### src/design/sec_pkg.sv
package sec_pkg;

  localparam int MaxRes     = 3;
  localparam int QueueDepth = 4;
  localparam int PtrW       = $clog2(QueueDepth);
  localparam int CntW       = $clog2(QueueDepth + 1);

  localparam logic [7:0] OP_WRITE = 8'h02;
  localparam logic [7:0] OP_RDSR  = 8'h05;
  localparam logic [7:0] OP_READ  = 8'h03;
  localparam logic [7:0] OP_WREN  = 8'h06;
  localparam logic [7:0] DUMMY    = 8'h00;
  localparam int         WipBit   = 0;

  typedef enum logic [1:0] {
    FUNC_STATUS = 2'd0,
    FUNC_WRITE  = 2'd1,
    FUNC_READ   = 2'd2,
    FUNC_RX     = 2'd3
  } func_t;

  typedef enum logic {
    KIND_TX    = 1'b0,
    KIND_REPLY = 1'b1
  } kind_t;

  typedef struct packed {
    kind_t      kind;
    logic [7:0] tx_byte;
    logic       frame_end;
    logic [7:0] reply_data;
    logic       last;
  } res_t;

  function automatic res_t tx_res(logic [7:0] b, logic fend, logic lst);
    res_t r;
    r.kind       = KIND_TX;
    r.tx_byte    = b;
    r.frame_end  = fend;
    r.reply_data = 8'h00;
    r.last       = lst;
    return r;
  endfunction

  function automatic res_t reply_res(logic [7:0] d);
    res_t r;
    r.kind       = KIND_REPLY;
    r.tx_byte    = 8'h00;
    r.frame_end  = 1'b0;
    r.reply_data = d;
    r.last       = 1'b1;
    return r;
  endfunction

endpackage

### src/design/spi_eeprom_command_sequencer_unit.sv
// SPI EEPROM command sequencer (master side, 9-bit byte addresses).
// Input channel (in_*): one request per host command (status, write, read) or
// per byte received back from the EEPROM (in_func = FUNC_RX, byte on in_rx_byte). Each
// accepted request updates the sequencer state in the same cycle and pushes
// zero to three results into a four-entry result queue.
// Result channel (out_*): bytes to shift out (out_kind = 0, out_frame_end marks
// select release) and host replies (out_kind = 1); out_last marks the final
// result caused by one request.
// Latency: the first result of a request is presented the cycle after it is
// accepted unless an earlier result is still waiting ahead of it.
// Acceptance: a request is taken whenever at most one result is queued, so
// after a burst of results further requests wait until the queue drains to one
// entry; the four-entry queue sets this limit.
// Stalling the result channel holds the queue head; while more than one
// result is queued, in_stall stays high.
// Reset (rst_n low, synchronous) empties the queue and returns the sequencer
// to idle with no pending command. Commands while busy and received bytes
// while idle are accepted and dropped without results.
module spi_eeprom_command_sequencer_unit
  import sec_pkg::*;
(
  input  logic       clk,
  input  logic       rst_n,
  input  logic       in_valid,
  output logic       in_stall,
  input  logic [1:0] in_func,
  input  logic [8:0] in_address,
  input  logic [7:0] in_write_data,
  input  logic [7:0] in_rx_byte,
  output logic       out_valid,
  input  logic       out_stall,
  output logic       out_kind,
  output logic [7:0] out_tx_byte,
  output logic       out_frame_end,
  output logic [7:0] out_reply_data,
  output logic       out_last
);

  typedef enum logic [5:0] {
    PH_IDLE   = 6'b000001,
    PH_STATUS = 6'b000010,
    PH_POLL   = 6'b000100,
    PH_WREN   = 6'b001000,
    PH_WRITE  = 6'b010000,
    PH_READ   = 6'b100000
  } phase_t;

  phase_t     phase_r, phase_nxt;
  func_t      pending_r, pending_nxt;
  logic [8:0] addr_r, addr_nxt;
  logic [7:0] data_r, data_nxt;
  logic [1:0] rx_count_r, rx_count_nxt;

  logic       room;
  logic       accept;
  logic [1:0] push_n;
  res_t       push_res [MaxRes];
  res_t       head;
  logic [1:0] rc;
  logic [7:0] cmd_a8_write, cmd_a8_read;
  func_t      func;

  assign in_stall = !room;
  assign accept   = in_valid && room;
  assign func     = func_t'(in_func);
  assign rc       = rx_count_r + 2'd1;

  // A8 rides in bit 3 of the command byte
  assign cmd_a8_write = OP_WRITE | {4'b0, addr_r[8], 3'b0};
  assign cmd_a8_read  = OP_READ  | {4'b0, addr_r[8], 3'b0};

  always_comb begin
    phase_nxt    = phase_r;
    pending_nxt  = pending_r;
    addr_nxt     = addr_r;
    data_nxt     = data_r;
    rx_count_nxt = rx_count_r;
    push_n       = 2'd0;
    for (int k = 0; k < MaxRes; k++) begin
      push_res[k] = tx_res(DUMMY, 1'b0, 1'b0);
    end

    if (accept) begin
      if (func != FUNC_RX) begin
        if (phase_r == PH_IDLE) begin
          pending_nxt = func;
          if (func == FUNC_STATUS) begin
            phase_nxt = PH_STATUS;
          end else begin
            addr_nxt  = in_address;
            data_nxt  = in_write_data;
            phase_nxt = PH_POLL;
          end
          rx_count_nxt = 2'd0;
          push_res[0]  = tx_res(OP_RDSR, 1'b0, 1'b0);
          push_res[1]  = tx_res(DUMMY, 1'b1, 1'b1);
          push_n       = 2'd2;
        end
      end else begin
        case (phase_r)
          PH_STATUS: begin
            if (rc < 2'd2) begin
              rx_count_nxt = rc;
            end else begin
              phase_nxt    = PH_IDLE;
              rx_count_nxt = 2'd0;
              push_res[0]  = reply_res(in_rx_byte);
              push_n       = 2'd1;
            end
          end
          PH_POLL: begin
            if (rc < 2'd2) begin
              rx_count_nxt = rc;
            end else if (in_rx_byte[WipBit]) begin
              // still busy: poll again
              rx_count_nxt = 2'd0;
              push_res[0]  = tx_res(OP_RDSR, 1'b0, 1'b0);
              push_res[1]  = tx_res(DUMMY, 1'b1, 1'b1);
              push_n       = 2'd2;
            end else if (pending_r == FUNC_WRITE) begin
              rx_count_nxt = 2'd0;
              phase_nxt    = PH_WREN;
              push_res[0]  = tx_res(OP_WREN, 1'b1, 1'b1);
              push_n       = 2'd1;
            end else begin
              rx_count_nxt = 2'd0;
              phase_nxt    = PH_READ;
              push_res[0]  = tx_res(cmd_a8_read, 1'b0, 1'b0);
              push_res[1]  = tx_res(addr_r[7:0], 1'b0, 1'b0);
              push_res[2]  = tx_res(DUMMY, 1'b1, 1'b1);
              push_n       = 2'd3;
            end
          end
          PH_WREN: begin
            phase_nxt    = PH_WRITE;
            rx_count_nxt = 2'd0;
            push_res[0]  = tx_res(cmd_a8_write, 1'b0, 1'b0);
            push_res[1]  = tx_res(addr_r[7:0], 1'b0, 1'b0);
            push_res[2]  = tx_res(data_r, 1'b1, 1'b1);
            push_n       = 2'd3;
          end
          PH_WRITE: begin
            if (rc < 2'd3) begin
              rx_count_nxt = rc;
            end else begin
              phase_nxt    = PH_IDLE;
              rx_count_nxt = 2'd0;
              push_res[0]  = reply_res(8'h00);
              push_n       = 2'd1;
            end
          end
          PH_READ: begin
            if (rc < 2'd3) begin
              rx_count_nxt = rc;
            end else begin
              phase_nxt    = PH_IDLE;
              rx_count_nxt = 2'd0;
              push_res[0]  = reply_res(in_rx_byte);
              push_n       = 2'd1;
            end
          end
          default: begin
            // idle: stray received byte is dropped
          end
        endcase
      end
    end
  end

  always_ff @(posedge clk) begin
    if (!rst_n) begin
      phase_r    <= PH_IDLE;
      pending_r  <= FUNC_STATUS;
      addr_r     <= '0;
      data_r     <= '0;
      rx_count_r <= '0;
    end else begin
      phase_r    <= phase_nxt;
      pending_r  <= pending_nxt;
      addr_r     <= addr_nxt;
      data_r     <= data_nxt;
      rx_count_r <= rx_count_nxt;
    end
  end

  sec_result_queue u_queue (
    .clk        (clk),
    .rst_n      (rst_n),
    .push_n     (push_n),
    .push_res   (push_res),
    .room       (room),
    .head_valid (out_valid),
    .head       (head),
    .head_stall (out_stall)
  );

  assign out_kind       = head.kind;
  assign out_tx_byte    = head.tx_byte;
  assign out_frame_end  = head.frame_end;
  assign out_reply_data = head.reply_data;
  assign out_last       = head.last;

  a_idle_count_clear: assert property (@(posedge clk) disable iff (!rst_n)
    phase_r == PH_IDLE |-> rx_count_r == 2'd0)
    else $error("receive count left over in idle");

  a_busy_request_ignored: assert property (@(posedge clk) disable iff (!rst_n)
    accept && func != FUNC_RX && phase_r != PH_IDLE |=> $stable(phase_r) && $stable(addr_r))
    else $error("request taken while busy");

  a_wren_needs_write: assert property (@(posedge clk) disable iff (!rst_n)
    phase_r == PH_WREN |-> pending_r == FUNC_WRITE)
    else $error("write enable frame without pending write");

endmodule

### src/design/sec_result_queue.sv
module sec_result_queue
  import sec_pkg::*;
(
  input  logic             clk,
  input  logic             rst_n,
  input  logic [1:0]       push_n,
  input  res_t             push_res [MaxRes],
  output logic             room,
  output logic             head_valid,
  output res_t             head,
  input  logic             head_stall
);

  res_t            mem_r [QueueDepth];
  logic [PtrW-1:0] wr_ptr_r, rd_ptr_r;
  logic [CntW-1:0] count_r, count_nxt;
  logic            pop;

  assign head_valid = (count_r != '0);
  assign head       = mem_r[rd_ptr_r];
  assign pop        = head_valid && !head_stall;
  // room for a full burst, judged on registered occupancy only
  assign room       = (count_r <= CntW'(QueueDepth - MaxRes));
  assign count_nxt  = count_r + CntW'(push_n) - CntW'(pop);

  always_ff @(posedge clk) begin
    for (int k = 0; k < MaxRes; k++) begin
      if (push_n > 2'(k)) begin
        mem_r[wr_ptr_r + PtrW'(k)] <= push_res[k];
      end
    end
  end

  always_ff @(posedge clk) begin
    if (!rst_n) begin
      wr_ptr_r <= '0;
      rd_ptr_r <= '0;
      count_r  <= '0;
    end else begin
      wr_ptr_r <= wr_ptr_r + PtrW'(push_n);
      rd_ptr_r <= rd_ptr_r + PtrW'(pop);
      count_r  <= count_nxt;
    end
  end

  a_no_overflow: assert property (@(posedge clk) disable iff (!rst_n)
    push_n != 2'd0 |-> ({1'b0, count_r} + (CntW+1)'(push_n)) <= (CntW+1)'(QueueDepth))
    else $error("result queue overflow");

  a_count_track: assert property (@(posedge clk) disable iff (!rst_n)
    1'b1 |=> count_r == $past(count_r) + CntW'($past(push_n)) - CntW'($past(pop)))
    else $error("result queue count mismatch");

  a_push_needs_room: assert property (@(posedge clk) disable iff (!rst_n)
    push_n == 2'd3 |-> $past(1'b1) && count_r <= CntW'(QueueDepth - MaxRes))
    else $error("burst pushed without room");

endmodule

### config.mk
export PLATFORM = sky130hd
export DESIGN_NAME = spi_eeprom_command_sequencer_unit
export DESIGN_NICKNAME = d
export VERILOG_FILES = /design/src/design/sec_pkg.sv /design/src/design/spi_eeprom_command_sequencer_unit.sv /design/src/design/sec_result_queue.sv
export SDC_FILE = /design/constraint.sdc
export NUM_CORES = 1
export LEC_CHECK = 0
export BUFFER_PORTS_ARGS = -buffer_cell sky130_fd_sc_hd__clkbuf_2
export CAP_MARGIN = 40
export CORE_ASPECT_RATIO = 2
export CORE_MARGIN = 3
export CORE_UTILIZATION = 30
export DETAILED_ROUTE_END_ITERATION = 16
export GPL_TIMING_DRIVEN = 0
export PLACE_DENSITY = 0.55
export SLEW_MARGIN = 10
export SYNTH_ARGS = -nofsm -noshare
export SYNTH_HDL_FRONTEND = slang
export SYNTH_SLANG_ARGS = --single-unit
export TNS_END_PERCENT = 30
### constraint.sdc
create_clock -name clk -period 2.7 [get_ports clk]
set_input_delay 0.135 -clock clk [delete_from_list [all_inputs] [get_ports clk]]
set_output_delay 0.135 -clock clk [all_outputs]
set_load 0.02 [all_outputs]
==> results.ini, run 1 <==
[global_route]
overflow = 0
grt_pass1_wl_microns = 27900
antenna_found_initial = 0
grtUsageMet2 = 0.335
grt_usage = 0.181
globalRouteMet1Util = 0.180
grt_pass1_vias = 5193
grt_max_degree = 23
grt_busiest_layer = met2
met3_usage = 0.0259

[floorplanning]
die_h_microns = 199
start_util = 0.306
placementRows = 70
fp.coreArea_sq_um = 18300
die_x_microns = 103
die-area_sq_um = 20400
num_io_pins = 52

[final_layout]
area_delta_synth_final_pct = 21.6
fin_area_sq_um = 6800
fin_nets = 695
antenna_cells = 0
utilization = 0.372
drive_gt1_frac = 0.252
fill_cells = 1817

[logic_synthesis]
ys_async_sr_fraction = 0
ys_seq_area_frac = 0.465
syn_nets = 612
synth_flop_cell = dfxtp_1
synth-seq-cells = 110
yosysTopAreaCellShare = 0.250
synthCells = 570
synth.area.top_cells = dfxtp_1 25%, edfxtp_1 21%, mux4_2 7.6%, a32oi_1 6.6%, nor2_1 4.6%
syn-cell-area_sq_um = 5600
yosysTopAreaCell = dfxtp_1
syn_area_per_cell_sq_um = 9.82
yosysUniqueCellTypes = 63
synth_edf_count = 40
synth-warning-count = 0

[critical_path]
r2r_setup_slack_ps = -40
crit_type = reg -> reg
cpMostUsedCell = inv_2
cp_cell_sequence = buf_6 -> or4_4 -> o21a_4 -> a211oi_4 -> inv_2 -> buf_12 -> ha_4 -> inv_2 -> fa_2 -> and2_1
slowest_delay_ps = 560
critical_path.slowest_cell = or4_4
start_kind = flip-flop
cp_max_fo = 10
cp.arrival_ps = 3040
r2r_cells = 10
r2r_end = u_queue.count_r[1]
end_kind = flip-flop
required_ps = 3010
reg2reg_from = phase_r[1]

[drt]
drt_pass1_iterations = 5
via_count = 5061
drt_iter0_markers = 417
vias_per_cell = 5.79
drcViolationCount = 0
wl_per_cell_microns = 20.7
drtAntennaViolNets = 0
totalWireLength_microns = 18100

[pwr]
cellPowerDensity_nw_per_um2 = 727
finalPower_mw = 4.95
leakage_nw = 2.41
ir_drop_uv = 445

[timing]
slew_viol_final = 0
fin_hold_ws_ps = 8.55
post-route-min-period_ps = 2740
relSlewSlack = 0.383
grt_setup_unrepaired = true
fin_skew_ps = 13.0
max_slew.worst_pin.slew_ps = 919
finalHoldViolations = 0
period_share = 1.01
setup_viol = 6
max_freq_ghz = 0.365
setup_ws_ps = -36.1

[hold_path]
min_path_cells = 3
whs_endpoint = data_r[0]
hp-class = in -> reg
hold_start = in_write_data[0]

[placement]
post-place-ws_ps = -567
placed_area_sq_um = 6240
hpwl_microns = 13900
routabilityCongestion = 0.912
io_buffers = 50

[cts]
clock_latency_ps = 360
cts.sinks = 110
htreeDepth = 3
path_clk_slew_ps = 80
cts_buffer_depth = 2
cts_made_buffers = 9
tritoncts = built
root_buffer = clkbuf_16

[run_status]
outcome = complete, but fails checks
violations = setup timing

[job]
drv_cap = 0

==> sequential cells by signal, indices dropped and copies added, names as in the netlist, 3 cells and up <==
name	flops
u_queue.mem_r	76
addr_r	9
data_r	8
phase_r	6
u_queue.count_r	3
==> cells in the mapped netlist, drive strengths merged (5+ instances only) <==
cell type	number
o31ai	6
clkbuf	27
o22ai	12
mux4	19
nor3	7
a21oi	41
a22oi	12
inv	19
buf	12
a32oi	42
nand2	68
nand3	23
nand2b	5
edfxtp	40
ha	10
dfxtp	70
o21ai	15
a31oi	7
nor2	72
==> per-stage QoR <==
step,instances,setup TNS [ps]
after detailed placement,844,-29020
final,874,-86.7
after CTS,871,-4.87
after global routing,874,-1280
after floorplan,570,-2650
after global placement,836,-59880
==> power by group <==
part           internal, mW  switching, mW  total (mW)
Clock                 0.669          0.706        1.37
Sequential             1.89          0.106        2.00
Combinational         0.591          0.984        1.57
==> layer usage <==
| metal | vias to the layer above | routed length, microns |
|---|---|---|
| met1 | 2441 | 6120 |
| met2 | 235 | 9930 |
| met4 | 0 | 1140 |
| li1 | 2317 | - |
| met5 | - | 0 |
| met3 | 68 | 905 |
==> kinds of logic (layout without fill, tap and decap cells) <==
family	after synthesis	count (layout)	share of synthesized area
AND/OR/NAND/NOR	207	207	0.177
AO/OA/AOI/OAI	156	156	0.198
flip-flops	110	110	0.465
buffers and inverters	59	147	0.0438
multiplexers	22	22	0.0823
adder cells (fa/ha/maj)	11	11	0.0259
XOR/XNOR	5	5	0.00783
==> how the worst max path moves through the flow <==
stage / cells past startpoint / from / end
finish: 10 / phase_r[1] / u_queue.count_r[1]
global route: 7 / u_queue.count_r[2] / u_queue.count_r[1]
CTS: 9 / rx_count_r[0] / u_queue.mem_r[2][9]
detailed placement: 8 / phase_r[0] / u_queue.mem_r[3][17]
global placement: 8 / in_func[0] / u_queue.mem_r[0][17]
floorplan: 10 / phase_r[4] / u_queue.count_r[1]
==> repair_timing <==
action / in CTS / in global routing
setup endpoints to repair: 113 / 89
pin swaps: 4 / 3
buffers inserted: 10 / 3
hold endpoints to repair: 3 / 0
gates resized for setup: 17 / 22
hold buffers: 3 / 0
==> cell type report <==
type / instances / area (sq um) / area share
Tap cell: 216 / 270 / 0.0397
Buffer: 37 / 191 / 0.0281
Clock inverter: 7 / 85.1 / 0.0125
Sequential cell: 110 / 2610 / 0.383
Timing Repair Buffer: 74 / 444 / 0.0653
Clock buffer: 9 / 225 / 0.0331
Multi-Input combinational cell: 401 / 2900 / 0.427
Inverter: 20 / 75.1 / 0.0110
==> critical path, delay by kind of cell (launching register included) <==
kind / cells / cell delay [ps]
adders and majority gates: 2 / 770
and+or+nand+nor: 2 / 670
AOI/OAI and AO/OA: 2 / 520
buffers and inverters: 4 / 420
DFF: 1 / 310
==> cells in the final DEF, fill, tap and decap left out, types with 16 or more instances in the layout <==
cell type,n
mux4_2,19
a21oi_1,39
a32oi_1,42
clkbuf_2,52
edfxtp_1,40
nand3_1,23
nand2_1,65
nor2_1,67
clkbuf_1,21
dfxtp_1,65
buf_4,16
No activity file was read; power rests on OpenSTA's default activity.
==> inputs of run 2 (changes only) <==
Settings changed: PLACE_DENSITY 0.55 to not set.
==> results.ini, run 2 (synthesis gave the netlist of run 1 again) <==
[cts]
root_buffer = clkbuf_16
clock_latency_ps = 370  ; about the same
htreeDepth = 3  ; unchanged
cts.sinks = 110  ; unchanged
tritoncts = built
cts_made_buffers = 9  ; unchanged
path_clk_slew_ps = 80  ; about the same
cts_buffer_depth = 2  ; unchanged

[global_route]
met3_usage = 0.0252  ; -0.000699
grt_pass1_wl_microns = 26700  ; -4.1%
grt_pass1_vias = 5083  ; -2.1%
antenna_found_initial = 0  ; unchanged
grtUsageMet2 = 0.326  ; -0.00911
grt_max_degree = 23  ; unchanged
grt_usage = 0.173  ; -0.00829
overflow = 0  ; unchanged
grt_busiest_layer = met2
globalRouteMet1Util = 0.168  ; -0.0122

[timing]
max_freq_ghz = 0.375  ; +2.7%
post-route-min-period_ps = 2660  ; -72.6 ps
max_slew.worst_pin.slew_ps = 826  ; -93.0 ps
period_share = 0.987  ; -0.0269
setup_ws_ps = 36.4  ; +72.6 ps
fin_skew_ps = 13.2  ; +0.221 ps
slew_viol_final = 0  ; unchanged
setup_viol = 0  ; -6
finalHoldViolations = 0  ; unchanged
grt_setup_unrepaired = true
relSlewSlack = 0.450  ; +0.0661

[pwr]
leakage_nw = 2.48  ; +2.7%
switchingPower_mw = 1.81  ; +0.51%
power_frac_clock = 0.274  ; -0.004
combinationalPowerShare = 0.329  ; +0.011
power_frac_seq = 0.397  ; -0.007
ir_drop_uv = 310  ; -30%
cellPowerDensity_nw_per_um2 = 726  ; -0.23%
swShare = 0.360  ; -0.00305
p_int_mw = 3.21  ; +1.8%

[drt]
via_count = 4950  ; -2.2%
totalWireLength_microns = 17300  ; -4.4%
drt_pass1_iterations = 5  ; unchanged
drt_iter0_markers = 399  ; -4.3%
drtAntennaViolNets = 0  ; unchanged
drcViolationCount = 0  ; unchanged
wl_per_cell_microns = 19.6  ; -5.4%
vias_per_cell = 5.61  ; -3.2%

[floorplanning]
placementRows = 70  ; unchanged
die-area_sq_um = 20400  ; unchanged
die_h_microns = 199  ; unchanged
die_x_microns = 103  ; unchanged
start_util = 0.306  ; unchanged
num_io_pins = 52  ; unchanged
fp.coreArea_sq_um = 18300  ; unchanged

[final_layout]
top_regs = u_queue.mem_r: 76 flops, addr_r: 9 flops, data_r: 8 flops
area_delta_synth_final_pct = 23.5
drive_gt1_frac = 0.271  ; +0.0191
layout_common_cells = 65 x nor2_1, 65 x dfxtp_1, 64 x nand2_1
final_cells = 883  ; +1.0%
largest_reg_flops = 76  ; unchanged
utilization = 0.378  ; +0.00595
fin_nets = 704  ; +1.3%
antenna_cells = 0  ; unchanged
largest_register = u_queue.mem_r

[hold_path]
hp-class = in -> reg

[critical_path]
cpMostUsedCell = inv_2
cp.arrival_ps = 2970  ; -70 ps
start_kind = flip-flop
required_ps = 3000  ; about the same
critical_path.slowest_cell = or4_4
crit_type = reg -> reg
cp_cell_sequence = buf_8 -> or4_4 -> o21a_4 -> a211oi_4 -> inv_2 -> buf_12 -> ha_4 -> inv_2 -> fa_2 -> and2_4
end_kind = flip-flop
slowest_delay_ps = 500  ; -60 ps
cp_max_fo = 8  ; -2

[job]
drv_cap = 0  ; unchanged

[placement]
routabilityCongestion = 0.906  ; -0.61%
post-place-ws_ps = -509  ; +57.6 ps
io_buffers = 50  ; unchanged
hpwl_microns = 13300  ; -4.4%
dp_cells = 843  ; -0.12%

[run_status]
outcome = finished, final reports clean

-- run 2: cell count changes in the layout (fill, tap and decap cells not counted), sizes merged --
cell,change
clkinvlp,-1
dlygate4sd3,+2
buf,+7
inv,+1
-- run 2: metal layers --
layer | vias to the layer above | wire [microns]
li1 | 2337 | -
met1 | 2362 | 5870
met2 | 192 | 9640
met3 | 59 | 779
met4 | 0 | 1010
met5 | - | 0
-- run 2: timing repair --
action | CTS | global route
buffers inserted | 4 | 16
setup endpoints to repair | 120 | 100
hold buffers | 5 | 0
cloned | 0 | 1
hold endpoints to repair | 5 | 0
pin swaps | 1 | 9
gates resized for setup | 17 | 35
-- run 2: critical path, delay by kind of cell (launching register included) --
| kind | cells | cell delay [ps] |
|---|---|---|
| buffers and inverters | 4 | 410 |
| AOI/OAI and AO/OA | 2 | 490 |
| and+or+nand+nor | 2 | 630 |
| DFF | 1 | 320 |
| adders and majority gates | 2 | 750 |
-- run 2: power by group through the flow --
stage | Clock [mW] | Combinational (mW) | Sequential [mW]
3_3_place_gp | 0 | 1.43 | 2.02
2_1_floorplan | 0 | 1.02 | 1.99
6_report | 1.37 | 1.65 | 1.99
5_1_grt | 1.44 | 1.79 | 2.01
4_1_cts | 1.40 | 1.55 | 1.99
3_5_place_dp | 0 | 1.49 | 2.02
-- run 2: cell type report --
| cell class | count | area (sq um) |
|---|---|---|
| multi-input cells | 401 | 2930 |
| inverters | 20 | 77.6 |
| fillers | 1830 | 11400 |
| repair buffers | 83 | 538 |
| clock buffers | 9 | 225 |
| clock inverters | 7 | 81.3 |
| plain buffers | 37 | 183 |
| flip-flops and latches | 110 | 2610 |
| well taps | 216 | 270 |
-- run 2: through the flow --
step | setup TNS, ps | instance area, sq um | power [mW] | hold slack (ps)
2_1_floorplan | -2650 | 5640 | 3.01 | 275
3_3_place_gp | -52260 | 6160 | 3.46 | 369
3_5_place_dp | -25720 | 6230 | 3.51 | 373
4_1_cts | -67.5 | 6680 | 4.93 | 5.09
5_1_grt | -463 | 6910 | 5.24 | 13.3
6_report | 0 | 6910 | 5.02 | 7.29
-- run 2: final timing paths --
kind	from	end	slack (ps)	cells after the start
worst min-delay path	in_write_data[5]	data_r[5]	7	3
worst min register to register	u_queue.mem_r[2][18]	u_queue.mem_r[2][18]	460	2
worst max register to register	phase_r[4]	u_queue.count_r[1]	40	10
worst max-delay path	phase_r[4]	u_queue.count_r[1]	40	10
==> inputs of run 3 (changes only) <==
Settings changed: RECOVER_POWER set to 25.
==> results.ini, run 3 (synthesis gave the netlist of run 1 again) <==
[critical_path]
cp_max_fo = 8  ; unchanged
path_buf_inv = 4  ; unchanged
critical_path.slowest_cell = or4_4
end_kind = flip-flop
cpMostUsedCell = inv_2
cp_cell_sequence = buf_8 -> or4_4 -> o21a_4 -> a211oi_4 -> inv_2 -> buf_12 -> ha_4 -> inv_2 -> fa_2 -> and2_4
cp.arrival_ps = 2970  ; about the same
cp.depth = 10  ; unchanged
crit_family = adder cells
r2r_cells = 10  ; unchanged
required_ps = 3000  ; about the same
slowest_delay_ps = 500  ; about the same
crit_type = reg -> reg
start_kind = flip-flop

[timing]
fin_hold_ws_ps = 7.25  ; -0.0344 ps
finalHoldViolations = 0  ; unchanged
period_share = 0.986  ; about the same
post-route-min-period_ps = 2660  ; -0.00730 ps
grt_setup_unrepaired = true
max_freq_ghz = 0.375  ; about the same
fin_skew_ps = 13.2  ; -0.000400 ps
relSlewSlack = 0.450  ; unchanged
slew_viol_final = 0  ; unchanged
max_slew.worst_pin.slew_ps = 826  ; unchanged
setup_viol = 0  ; unchanged
setup_ws_ps = 36.5  ; +0.00730 ps

[final_layout]
area_delta_synth_final_pct = 23.5  ; about the same
layout_common_cells = 65 x nor2_1, 65 x dfxtp_1, 64 x nand2_1
largest_register = u_queue.mem_r
drive_gt1_frac = 0.268  ; -0.00300
fin_nets = 704  ; unchanged
top_regs = u_queue.mem_r: 76 flops, addr_r: 9 flops, data_r: 8 flops
largest_reg_flops = 76  ; unchanged
antenna_cells = 0  ; unchanged

[drt]
drt_pass1_iterations = 5  ; unchanged
wl_per_cell_microns = 19.6  ; about the same
totalWireLength_microns = 17300  ; about the same
via_count = 4953  ; +0.061%
drcViolationCount = 0  ; unchanged
vias_per_cell = 5.61  ; about the same
drt_iter0_markers = 399  ; unchanged
drtAntennaViolNets = 0  ; unchanged

[cts]
root_buffer = clkbuf_16
htreeDepth = 3  ; unchanged
cts_made_buffers = 9  ; unchanged
cts_buffer_depth = 2  ; unchanged
tritoncts = built
path_clk_slew_ps = 80  ; about the same
cts.sinks = 110  ; unchanged
clock_latency_ps = 370  ; about the same

[placement]
post-place-ws_ps = -509  ; unchanged
hpwl_microns = 13300  ; unchanged
io_buffers = 50  ; unchanged
routabilityCongestion = 0.906  ; unchanged

[floorplanning]
num_io_pins = 52  ; unchanged
placementRows = 70  ; unchanged
start_util = 0.306  ; unchanged
die_x_microns = 103  ; unchanged
fp.coreArea_sq_um = 18300  ; unchanged
die_h_microns = 199  ; unchanged
die-area_sq_um = 20400  ; unchanged

[global_route]
grt_pass1_vias = 5083  ; unchanged
antenna_found_initial = 0  ; unchanged
grt_usage = 0.173  ; unchanged
overflow = 0  ; unchanged
grt_pass1_wl_microns = 26700  ; unchanged
grt_max_degree = 23  ; unchanged

[pwr]
ir_drop_uv = 310  ; about the same
leakage_nw = 2.47  ; -0.24%
finalPower_mw = 5.01  ; -0.10%
cellPowerDensity_nw_per_um2 = 725  ; about the same

[job]
drv_cap = 0  ; unchanged

[hold_path]
min_path_cells = 3  ; unchanged
hp-class = in -> reg

[run_status]
outcome = finished, final reports clean

-- run 3: worst reg2reg max path: cells and delay by family (launching register included) --
family                   cells  cell delay (ps)
buffers and inverters        4              410
AND/OR/NAND/NOR              2              640
flip-flops                   1              320
AO/OA/AOI/OAI                2              490
adder cells (fa/ha/maj)      2              750
-- run 3: per-stage QoR --
stage | cell area, sq um | TNS [ps] | utilization | cells
global route | 6910 | -463 | 0.378 | 883
detailed placement | 6230 | -25720 | 0.340 | 843
floorplan | 5640 | -2650 | - | 570
finish | 6910 | 0 | 0.378 | 883
global placement | 6160 | -52260 | 0.337 | 836
CTS | 6680 | -67.5 | 0.365 | 868
-- run 3: layout make-up --
| class | count | area, sq um |
|---|---|---|
| clock buffers | 9 | 225 |
| multi-input cells | 401 | 2930 |
| clock inverters | 7 | 81.3 |
| plain buffers | 37 | 183 |
| well taps | 216 | 270 |
| fillers | 1831 | 11400 |
| inverters | 20 | 77.6 |
| flip-flops and latches | 110 | 2610 |
| repair buffers | 83 | 536 |
-- run 3: power by group --
| part | switching (mW) | total, mW | internal, mW | leakage (nW) |
|---|---|---|---|---|
| clock network | 0.708 | 1.37 | 0.667 | 0.150 |
| registers | 0.0974 | 1.99 | 1.89 | 0.962 |
| logic | 1.00 | 1.65 | 0.647 | 1.36 |
| total | 1.81 | 5.01 | 3.21 | 2.47 |
-- run 3: worst paths after layout --
check,from,end,slack [ps]
worst max-delay path,phase_r[4],u_queue.count_r[1],40
worst min-delay path,in_write_data[5],data_r[5],7
worst max register to register,phase_r[4],u_queue.count_r[1],40
worst min register to register,u_queue.mem_r[2][18],u_queue.mem_r[2][18],460
-- run 3: metal layers --
layer	track usage	part of all wire
met1	0.168	0.34
met2	0.326	0.56
met3	0.0252	0.045
met4	0.111	0.060
met5	0	0
-- run 3: what timing repair did --
| item | 4_1_cts | 5_1_grt |
|---|---|---|
| gates resized for setup | 17 | 35 |
| setup endpoints to repair | 120 | 100 |
| gates cloned | 0 | 1 |
| setup buffers | 4 | 16 |
| hold endpoints to repair | 5 | 0 |
| pin swaps | 1 | 9 |
| hold buffers | 5 | 0 |
